$ cat src/hw/rtl/swsa_pkg.sv
// Shared constants and types for the scroll wheel step accumulator.
package swsa_pkg;

  localparam int FRAC_BITS = 8;
  localparam int MODE_W    = 3;
  localparam int DATA_W    = 32;
  localparam int AXIS_W    = 40;
  localparam int STEP_W    = 16;
  localparam int ADDR_W    = 2;

  localparam logic [STEP_W-1:0] SCROLL_STEP_RESET = STEP_W'(15 << FRAC_BITS);
  localparam logic [STEP_W-1:0] FINE_DIV          = STEP_W'(120);

  localparam int REG_SCROLL_STEP = 0;

  localparam int PF_AXIS  = 0;
  localparam int PF_CLICK = 1;
  localparam int PF_FINE  = 2;
  localparam int PF_STOP  = 3;

  typedef enum logic [MODE_W-1:0] {
    MODE_AXIS     = 3'd0,
    MODE_DISCRETE = 3'd1,
    MODE_VALUE120 = 3'd2,
    MODE_STOP     = 3'd3,
    MODE_FRAME    = 3'd4,
    MODE_CLEAR    = 3'd5
  } mode_t;

endpackage

$ cat src/hw/rtl/swsa_if.sv
// Item channel interfaces: wheel events in, scroll steps out.
interface swsa_in_if;
  logic                                 valid;
  logic                                 ready;
  logic        [swsa_pkg::MODE_W-1:0]   mode;
  logic signed [swsa_pkg::DATA_W-1:0]   amount;

  modport source (output valid, output mode, output amount, input ready);
  modport sink   (input valid, input mode, input amount, output ready);
endinterface

interface swsa_out_if;
  logic                                 valid;
  logic                                 ready;
  logic signed [swsa_pkg::DATA_W-1:0]   steps;

  modport source (output valid, output steps, input ready);
  modport sink   (input valid, input steps, output ready);
endinterface

$ cat src/hw/rtl/scroll_wheel_step_accumulator_core.sv
// Scroll wheel step accumulator: collects wheel deltas, emits whole steps on frames.
//
// Axis, discrete and value120 items are taken only while the block is idle. A frame
// item emits one steps item. A frame with value120 data pending, or with axis data
// pending and no clicks, runs a shared restoring divider (one quotient bit per
// cycle); other frames go straight to the finish state. Accepting a new item waits
// until the frame's result is loaded into the output register.
module scroll_wheel_step_accumulator_core (
  input  logic                           clk,
  input  logic                           rst,
  swsa_in_if.sink                        wheel,
  swsa_out_if.source                     result,
  input  logic                           psel,
  input  logic                           penable,
  input  logic                           pwrite,
  input  logic [swsa_pkg::ADDR_W-1:0]    paddr,
  input  logic [swsa_pkg::DATA_W-1:0]    pwdata,
  output logic [swsa_pkg::DATA_W-1:0]    prdata,
  output logic                           pready
);

  localparam int AW = swsa_pkg::AXIS_W;
  localparam int DW = swsa_pkg::DATA_W;
  localparam int SW = swsa_pkg::STEP_W;
  localparam int PW = swsa_pkg::ADDR_W;
  localparam int CW = $clog2(AW);
  localparam logic [CW-1:0] LAST_STEP = CW'(AW - 1);

  typedef enum logic [1:0] {S_IDLE, S_DIV, S_FIN} state_t;
  typedef enum logic [1:0] {K_NONE, K_FINE, K_AXIS} kind_t;

  state_t                state;
  kind_t                 kind;
  logic                  noop;
  logic                  neg;
  logic [SW-1:0]         scroll_step;
  logic signed [AW-1:0]  axis_sum;
  logic signed [DW-1:0]  click_sum;
  logic signed [DW-1:0]  fine_sum;
  logic [3:0]            pend;
  logic [SW-1:0]         rem;
  logic [AW-1:0]         quo;
  logic [SW-1:0]         divisor;
  logic [CW-1:0]         cnt;
  logic signed [DW-1:0]  res;
  logic                  out_valid;
  logic signed [DW-1:0]  out_steps;

  logic                  accept;
  logic                  cfg_sel;
  logic                  cfg_write;
  logic [SW-1:0]         step_eff;
  logic signed [AW:0]    axis_add;
  logic signed [AW-1:0]  axis_sat;
  logic signed [DW:0]    click_add;
  logic signed [DW-1:0]  click_sat;
  logic signed [DW:0]    fine_add;
  logic signed [DW-1:0]  fine_sat;
  logic [AW-1:0]         axis_mag;
  logic [DW-1:0]         fine_mag;
  logic [SW:0]           shifted;
  logic                  ge;
  logic [SW-1:0]         rem_next;
  logic [AW-1:0]         quo_next;
  logic                  inc;
  logic [AW-1:0]         n;
  logic signed [SW+1:0]  resid;
  logic signed [AW-1:0]  axis_new;
  logic signed [DW-1:0]  fine_new;
  logic signed [DW-1:0]  frame_steps;
  logic                  load_out;

  assign wheel.ready   = (state == S_IDLE);
  assign accept        = wheel.valid && wheel.ready;
  assign result.valid  = out_valid;
  assign result.steps  = out_steps;
  assign pready        = 1'b1;
  assign cfg_sel       = (paddr == PW'(4 * swsa_pkg::REG_SCROLL_STEP));
  assign prdata        = cfg_sel ? DW'(scroll_step) : '0;
  assign cfg_write     = psel && penable && pwrite && pready && cfg_sel;
  assign load_out      = (state == S_FIN) && (!out_valid || result.ready);

  assign step_eff  = (scroll_step == '0) ? SW'(1) : scroll_step;

  // saturating accumulators
  assign axis_add  = (AW + 1)'(axis_sum) + (AW + 1)'(wheel.amount);
  assign axis_sat  = (axis_add[AW] != axis_add[AW-1]) ?
                     (axis_add[AW] ? {1'b1, {(AW-1){1'b0}}} : {1'b0, {(AW-1){1'b1}}}) :
                     axis_add[AW-1:0];
  assign click_add = (DW + 1)'(click_sum) + (DW + 1)'(wheel.amount);
  assign click_sat = (click_add[DW] != click_add[DW-1]) ?
                     (click_add[DW] ? {1'b1, {(DW-1){1'b0}}} : {1'b0, {(DW-1){1'b1}}}) :
                     click_add[DW-1:0];
  assign fine_add  = (DW + 1)'(fine_sum) + (DW + 1)'(wheel.amount);
  assign fine_sat  = (fine_add[DW] != fine_add[DW-1]) ?
                     (fine_add[DW] ? {1'b1, {(DW-1){1'b0}}} : {1'b0, {(DW-1){1'b1}}}) :
                     fine_add[DW-1:0];

  assign axis_mag  = axis_sum[AW-1] ? AW'(-axis_sum) : AW'(axis_sum);
  assign fine_mag  = fine_sum[DW-1] ? DW'(-fine_sum) : DW'(fine_sum);

  // shared restoring divider step
  assign shifted   = {rem, quo[AW-1]};
  assign ge        = (shifted >= {1'b0, divisor});
  assign rem_next  = ge ? SW'(shifted - {1'b0, divisor}) : shifted[SW-1:0];
  assign quo_next  = {quo[AW-2:0], ge};

  // axis rounding: one more step when the remainder is past half a step
  assign inc       = ({rem, 1'b0} > {1'b0, divisor});
  assign n         = quo + AW'(inc);
  assign resid     = $signed({2'b00, rem}) - (inc ? $signed({2'b00, divisor}) : '0);
  assign axis_new  = AW'(neg ? -resid : resid);
  assign fine_new  = neg ? -$signed(DW'(rem)) : $signed(DW'(rem));

  always_comb begin
    case (kind)
      K_FINE: frame_steps = neg ? -$signed(quo[DW-1:0]) : $signed(quo[DW-1:0]);
      K_AXIS: begin
        if (!neg) begin
          frame_steps = (n > AW'(32'h7FFF_FFFF)) ? 32'sh7FFF_FFFF : $signed(n[DW-1:0]);
        end else begin
          frame_steps = (n > AW'(32'h8000_0000)) ? 32'sh8000_0000 : -$signed(n[DW-1:0]);
        end
      end
      default: frame_steps = res;
    endcase
  end

  always_ff @(posedge clk) begin
    if (rst) begin
      state       <= S_IDLE;
      kind        <= K_NONE;
      noop        <= 1'b0;
      scroll_step <= swsa_pkg::SCROLL_STEP_RESET;
      axis_sum    <= '0;
      click_sum   <= '0;
      fine_sum    <= '0;
      pend        <= '0;
      cnt         <= '0;
      out_valid   <= 1'b0;
    end else begin
      if (cfg_write) begin
        scroll_step <= pwdata[SW-1:0];
      end
      if (result.valid && result.ready) begin
        out_valid <= 1'b0;
      end
      case (state)
        S_IDLE: begin
          if (accept) begin
            case (swsa_pkg::mode_t'(wheel.mode))
              swsa_pkg::MODE_AXIS: begin
                axis_sum                <= axis_sat;
                pend[swsa_pkg::PF_AXIS] <= 1'b1;
              end
              swsa_pkg::MODE_DISCRETE: begin
                click_sum                <= click_sat;
                pend[swsa_pkg::PF_CLICK] <= 1'b1;
              end
              swsa_pkg::MODE_VALUE120: begin
                fine_sum                <= fine_sat;
                pend[swsa_pkg::PF_FINE] <= 1'b1;
              end
              swsa_pkg::MODE_STOP: begin
                pend[swsa_pkg::PF_STOP] <= 1'b1;
              end
              swsa_pkg::MODE_FRAME: begin
                noop <= (pend == '0);
                res  <= '0;
                kind <= K_NONE;
                rem  <= '0;
                cnt  <= '0;
                if (pend[swsa_pkg::PF_FINE]) begin
                  kind    <= K_FINE;
                  quo     <= AW'(fine_mag);
                  divisor <= swsa_pkg::FINE_DIV;
                  neg     <= fine_sum[DW-1];
                  state   <= S_DIV;
                end else if (pend[swsa_pkg::PF_CLICK]) begin
                  res      <= click_sum;
                  axis_sum <= '0;
                  state    <= S_FIN;
                end else if (pend[swsa_pkg::PF_AXIS]) begin
                  kind    <= K_AXIS;
                  quo     <= axis_mag;
                  divisor <= step_eff;
                  neg     <= axis_sum[AW-1];
                  state   <= S_DIV;
                end else begin
                  state <= S_FIN;
                end
              end
              swsa_pkg::MODE_CLEAR: begin
                axis_sum  <= '0;
                click_sum <= '0;
                fine_sum  <= '0;
                pend      <= '0;
              end
              default: begin
              end
            endcase
          end
        end
        S_DIV: begin
          rem <= rem_next;
          quo <= quo_next;
          cnt <= cnt + CW'(1);
          if (cnt == LAST_STEP) begin
            state <= S_FIN;
          end
        end
        S_FIN: begin
          if (load_out) begin
            out_valid <= 1'b1;
            out_steps <= frame_steps;
            state     <= S_IDLE;
            if (!noop) begin
              case (kind)
                K_FINE: begin
                  fine_sum <= fine_new;
                  axis_sum <= '0;
                end
                K_AXIS:  axis_sum <= axis_new;
                default: begin
                end
              endcase
              click_sum <= '0;
              pend      <= pend & (4'b1 << swsa_pkg::PF_STOP);
              if (pend[swsa_pkg::PF_STOP]) begin
                axis_sum <= '0;
                fine_sum <= '0;
                pend     <= '0;
              end
            end
          end
        end
        default: state <= S_IDLE;
      endcase
    end
  end

  a_out_from_fin: assert property (@(posedge clk) disable iff (rst)
    $rose(result.valid) |-> $past(state == S_FIN))
    else $error("result raised outside the finish state");

  a_rem_below_div: assert property (@(posedge clk) disable iff (rst)
    (state == S_DIV) |-> (rem < divisor))
    else $error("divider remainder not below divisor");

  a_div_holds_flags: assert property (@(posedge clk) disable iff (rst)
    (state == S_DIV) |=> ($stable(pend) && $stable(click_sum)))
    else $error("accumulator state changed during divide");

  a_frame_busy: assert property (@(posedge clk) disable iff (rst)
    (accept && (wheel.mode == swsa_pkg::MODE_FRAME)) |=> (state != S_IDLE))
    else $error("frame item did not start a frame sequence");

endmodule
$ cat src/flat_wrapper.sv
// flat-port wrapper written by rule: the top's interface ports become plain ports
module scroll_wheel_step_accumulator_core_flat 
  (clk, rst, psel, penable, pwrite, paddr, pwdata, prdata, pready, wheel_valid, wheel_mode, wheel_amount, wheel_ready, result_valid, result_steps, result_ready);
  swsa_in_if wheel_i ();
  swsa_out_if result_i ();
  input  logic clk;
  input  logic rst;
  input  logic psel;
  input  logic penable;
  input  logic pwrite;
  input  logic [swsa_pkg::ADDR_W-1:0] paddr;
  input  logic [swsa_pkg::DATA_W-1:0] pwdata;
  output logic [swsa_pkg::DATA_W-1:0] prdata;
  output logic pready;
  input wire logic [$bits(wheel_i.valid)-1:0] wheel_valid;
  input wire logic [$bits(wheel_i.mode)-1:0] wheel_mode;
  input wire logic [$bits(wheel_i.amount)-1:0] wheel_amount;
  output wire logic [$bits(wheel_i.ready)-1:0] wheel_ready;
  output wire logic [$bits(result_i.valid)-1:0] result_valid;
  output wire logic [$bits(result_i.steps)-1:0] result_steps;
  input wire logic [$bits(result_i.ready)-1:0] result_ready;
  assign wheel_i.valid = wheel_valid;
  assign wheel_i.mode = wheel_mode;
  assign wheel_i.amount = wheel_amount;
  assign wheel_ready = wheel_i.ready;
  assign result_valid = result_i.valid;
  assign result_steps = result_i.steps;
  assign result_i.ready = result_ready;
  scroll_wheel_step_accumulator_core u_core (.clk(clk), .rst(rst), .wheel(wheel_i), .result(result_i), .psel(psel), .penable(penable), .pwrite(pwrite), .paddr(paddr), .pwdata(pwdata), .prdata(prdata), .pready(pready));
endmodule
$ cat config.mk
export PLATFORM = sky130hd
export DESIGN_NAME = scroll_wheel_step_accumulator_core_flat
export DESIGN_NICKNAME = d
export VERILOG_FILES = /design/src/hw/rtl/swsa_pkg.sv /design/src/hw/rtl/swsa_if.sv /design/src/hw/rtl/scroll_wheel_step_accumulator_core.sv /design/src/flat_wrapper.sv
export SDC_FILE = /design/constraint.sdc
export NUM_CORES = 1
export LEC_CHECK = 0
export BUFFER_PORTS_ARGS = -buffer_cell sky130_fd_sc_hd__buf_2
export CORE_AREA = 2 2 229 231
export CTS_CLUSTER_DIAMETER = 150
export DETAILED_ROUTE_END_ITERATION = 8
export DIE_AREA = 0 0 231 233
export GPL_ROUTABILITY_DRIVEN = 1
export PLACE_DENSITY_LB_ADDON = 0.1
export SLEW_MARGIN = 20
export SYNTH_ARGS = -nofsm -noshare
export SYNTH_HDL_FRONTEND = slang
export SYNTH_SLANG_ARGS = --single-unit
$ cat constraint.sdc
create_clock -name clk -period 14.02 [get_ports clk]
set_input_delay 2.804 -clock clk [delete_from_list [all_inputs] [get_ports clk]]
set_output_delay 2.804 -clock clk [all_outputs]
set_load 0.03 [all_outputs]
==> results by stage <==
Status:
- The run finished with clean final reports.

Global routing:
- The total track usage is 29.3%.
- The met3 capacity usage during global routing is 3.93%.
- Summed over all layers, the global routing overflow is 0.
- For met2 alone, demand over resource in global routing was 46.2%.
- The first global-routing pass estimated 122000 µm of wire.
- The maximum number of pins on one net before global-route repair is 94.
- The initial antenna violation count is 1.
- The via count of the first global-routing pass is 20.7k.
- The met1 track demand over resource is 40.9%.
- The global routing stage identified its most utilized layer as met2.

Setup path:
- The endpoint of the most critical register-to-register path is u_core.result.steps[7].
- STA puts the critical path data required time at 14.43 ns.
- The critical path is of the input port to flop type.
- STA classifies the critical path startpoint as an input port.
- The endpoint arrival time on the critical path is 7.22 ns.
- The nature of the critical path endpoint is a flop.
- The maximum fanout along the worst path is 20.
- The register-to-register path setup slack is 7.40 ns.
- The startpoint of the most critical register-to-register path is u_core.rem[9].
- The cell count of the worst reg-to-reg path is 20.

Floorplan:
- The effective utilization at floorplan is 46.9%.
- The number of placed I/O pins is 143.
- The width of the die is 231 µm.
- The die covers 0.0538 mm².
- The row count is 83.
- The total area inside the core boundary comes to 0.0511 mm².
- The overall die height is 233 µm.

Logic synthesis:
- Of the total synthesized cell area, the portion taken by AND, OR, NAND and NOR gates is 21.4%.
- The area share of the largest cell type after synthesis is 17.2%.
- After synthesis, the most frequently instantiated cells are 324 x nand2_1, 242 x nor2_1, 223 x a21oi_1.
- Each instance of the synthesized netlist takes up on average 8.03 µm².
- The number of storage elements in the synthesis netlist is 273.
- After synthesis, the largest family of logic cells by area is compound AO/OA/AOI/OAI gates.
- Of the total synthesized cell area, the portion taken by full adders, half adders and majority gates is 8.40%.
- By area the synthesized netlist is led by edfxtp_1 17%, dfxtp_1 11%, ha_1 7.9%, xnor2_1 6.3%, nand2_1 5.1%.
- The number of standard cells after synthesis is 2982.
- The most frequent cell after synthesis is nand2_1.
- After synthesis, the share of cell area in mux cells is 1.42%.
- The fraction of registers with async set or reset after synthesis is 0%.
- The flip-flop cell with the highest count after synthesis is edfxtp_1.
- The sequential fraction of the synthesis area is 28.5%.
- Counting distinct cell types in the post-synthesis netlist gives 101.
- The cell type contributing the most total cell area after synthesis is edfxtp_1.
- The post-synthesis xor/xnor area fraction is 10.6%.
- The mapped cell area is 0.0240 mm².
- The warning count from the yosys run is 0.
- The synthesized netlist devotes 25.0% of its cell area to compound gates.
- The synthesized design contains 137 enable-type register cells.

Place:
- The weighted congestion at the end of routability-driven global placement is 0.964.
- At the placement stage, the worst setup path has a slack of 6.68 ns.
- The half-perimeter wire length after detailed placement is 61800 µm.
- The count of input and output buffers is 109.

Route:
- The first detailed-routing pass ran for 5 iterations.
- Once detail routing completed, the nets flagged for antenna violations numbered 0.
- The via-per-instance ratio is 6.13.
- After detailed routing, the number of remaining DRC violations is 0.
- The via total after detailed routing is 22.7k.
- The detailed router's first-iteration violation count is 2103.
- Dividing the detail-routed wire length by the instance count gives 21.6 µm.
- Summed over all layers, the routed wires come to 80100 µm.

Worst hold path:
- The worst hold path belongs to the class flop to flop.
- In this run the most critical hold path is launched from u_core.click_sum[4].
- For hold timing, the worst endpoint is u_core.click_sum[4].
- The worst hold path was traced through 2 stages.

Job:
- Across the run, the number of max-cap violations was 0.

STA:
- The count of final hold-check violations is 0.
- Measured against its own limit, the worst slew margin works out to 24.1%.
- Based on the critical path, the design can be clocked at up to 147 MHz.
- Setup repair after global routing left no endpoint under its margin.
- The final setup violation count is 0.
- In the finished design, the share of the clock period the worst path needs comes to 48.6%.
- The max-slew violation total from the final report is 0.
- Summed over all failing endpoints, the final setup total negative slack is 0 ns.
- The actual slew at the worst max-slew pin is 1.14 ns.
- The setup slack of the critical path after layout is 7.21 ns.
- The worst path in the final design needs a cycle of 6.81 ns, including I/O delays and setup.
- For the final database, setup skew stands at 0.0270 ns.

Clocking:
- The total CTS buffers is 36.
- The clock insertion delay at the later pin of the skew report is 0.57 ns.
- The cell chosen for the clock root is clkbuf_16.
- The H-tree was split into 2 levels.
- The number of gates given a new drive strength after cts is 0.
- After clock tree synthesis, the setup repair step added 0 buffers.
- The hold buffer count at CTS is 0.
- After clock tree synthesis, the clock-pin slew on the worst setup and hold paths is 0.06 ns.
- Clock tree synthesis found a total of 273 sinks.
- TritonCTS built the clock tree.
- The maximum count of clock buffers along a single path is 3.

Finish:
- The final layout contains 3226 nets.
- The proportion of layout cells with a drive suffix above 1 is 8.67%.
- The number of antenna diodes in the final layout is 0.
- The area added between synthesis and finish is 9.14%.

Pwr:
- The worst ir drop on vdd is 0.0889 mV.
- The reported leakage power is 10.1 nW.
- Power spread over the standard cell area amounts to 94.5 mW/mm².
==> cell usage in the layout (no fill, tap or decap), types with 22 or more instances in the layout <==
cell       synthesis  layout
a211oi_1          53      51
a21o_1            73      73
a21oi_1          223     223
a31oi_1           38      38
and2_1            68      68
and3_1            29      29
buf_2             18     109
buf_4             24      27
clkbuf_16          0      39
dfxtp_1          136     135
edfxtp_1         137     137
ha_1             152     151
inv_1             83      83
nand2_1          324     324
nand2b_1          26      26
nand3_1           74      74
nand4_1           39      39
nor2_1           242     238
nor2b_1           46      46
nor3_1            42      40
o211ai_1          27      27
o21a_1            22      22
o21ai_0          207     207
o21ai_1           70      70
o31ai_1           42      42
or3_1             28      28
xnor2_1          172     171
xor2_1           113     113
==> registers in the layout, summed over array words and instances (netlist names) <==
| register | count |
|---|---|
| u_core.axis_sum | 40 |
| u_core.click_sum | 32 |
| u_core.cnt | 6 |
| u_core.divisor | 16 |
| u_core.fine_sum | 32 |
| u_core.kind | 2 |
| u_core.neg | 1 |
| u_core.noop | 1 |
| u_core.pend | 4 |
| u_core.quo | 40 |
| u_core.rem | 16 |
| u_core.res | 32 |
| u_core.result.steps | 32 |
| u_core.result.valid | 1 |
| u_core.scroll_step | 16 |
| u_core.state | 2 |
==> power breakdown <==
part	total, mW	switching, mW	internal, mW
registers	0.915	0.0456	0.869
clock network	0.980	0.383	0.598
logic	0.575	0.362	0.212
total	2.47	0.791	1.68
==> stage by stage <==
stage	power, mW	area, µm²	hold WS (ns)	std cells	util (%)
final	2.47	26100	0.470	3701	51.2
after global routing	2.58	26100	0.496	3701	51.2
after CTS	2.48	26100	0.472	3701	51.2
after detailed placement	1.49	24900	0.463	3635	48.7
after global placement	1.48	24900	0.451	3635	48.7
after floorplan	1.33	24000	0.439	2997	-
==> layout make-up <==
cell class / count / area, µm²
clock inverter: 17 / 204
timing repair buffer: 136 / 748
tap: 680 / 851
clock buffer: 49 / 1040
sequential: 273 / 6840
inverter: 84 / 315
fill: 4990 / 25000
multi-input combinational: 2462 / 16100
==> critical path: stages <==
cell and delay, ns:
buf_2 0.16, ha_1 0.26, fa_1 0.44, a211oi_1 0.27, o21ai_1 0.17, o21ai_1 0.38, a21boi_1 0.15, o21a_1 0.24
a31oi_1 0.45, o21ai_0 0.29, o31a_1 0.54, o21ai_1 0.91, nor3_1 0.13
==> layer usage <==
metal  vias to the layer above  share of wire, %  wire, µm
met2                       785                44     35700
met3                       120               6.3      5060
met1                     10900                45     36400
met4                         0               3.7      3000
met5                         -                 0         0
li1                      10900                 -         -
==> kinds of logic (layout without fill, tap and decap cells) <==
logic type / Yosys count / in the layout
buf+inv: 262 / 286
simple gates: 1029 / 1029
xor+xnor: 287 / 287
other cells: 2 / 17
flops: 273 / 273
fa+ha+maj: 158 / 158
compound gates: 939 / 939
mux: 32 / 32
==> worst max-delay path by stage <==
stage,startpoint,to,slack (ns),depth (start not counted)
floorplan,wheel_mode[2],u_core.quo[0],6.90,5
global placement,wheel_amount[0],u_core.axis_sum[36],6.70,13
detailed placement,wheel_amount[0],u_core.axis_sum[36],6.68,13
CTS,paddr[1],prdata[12],7.24,4
global route,u_core.rem[3],u_core.result.steps[7],6.80,22
finish,wheel_amount[0],u_core.axis_sum[36],7.21,13
(Power assumes the default switching activity.)
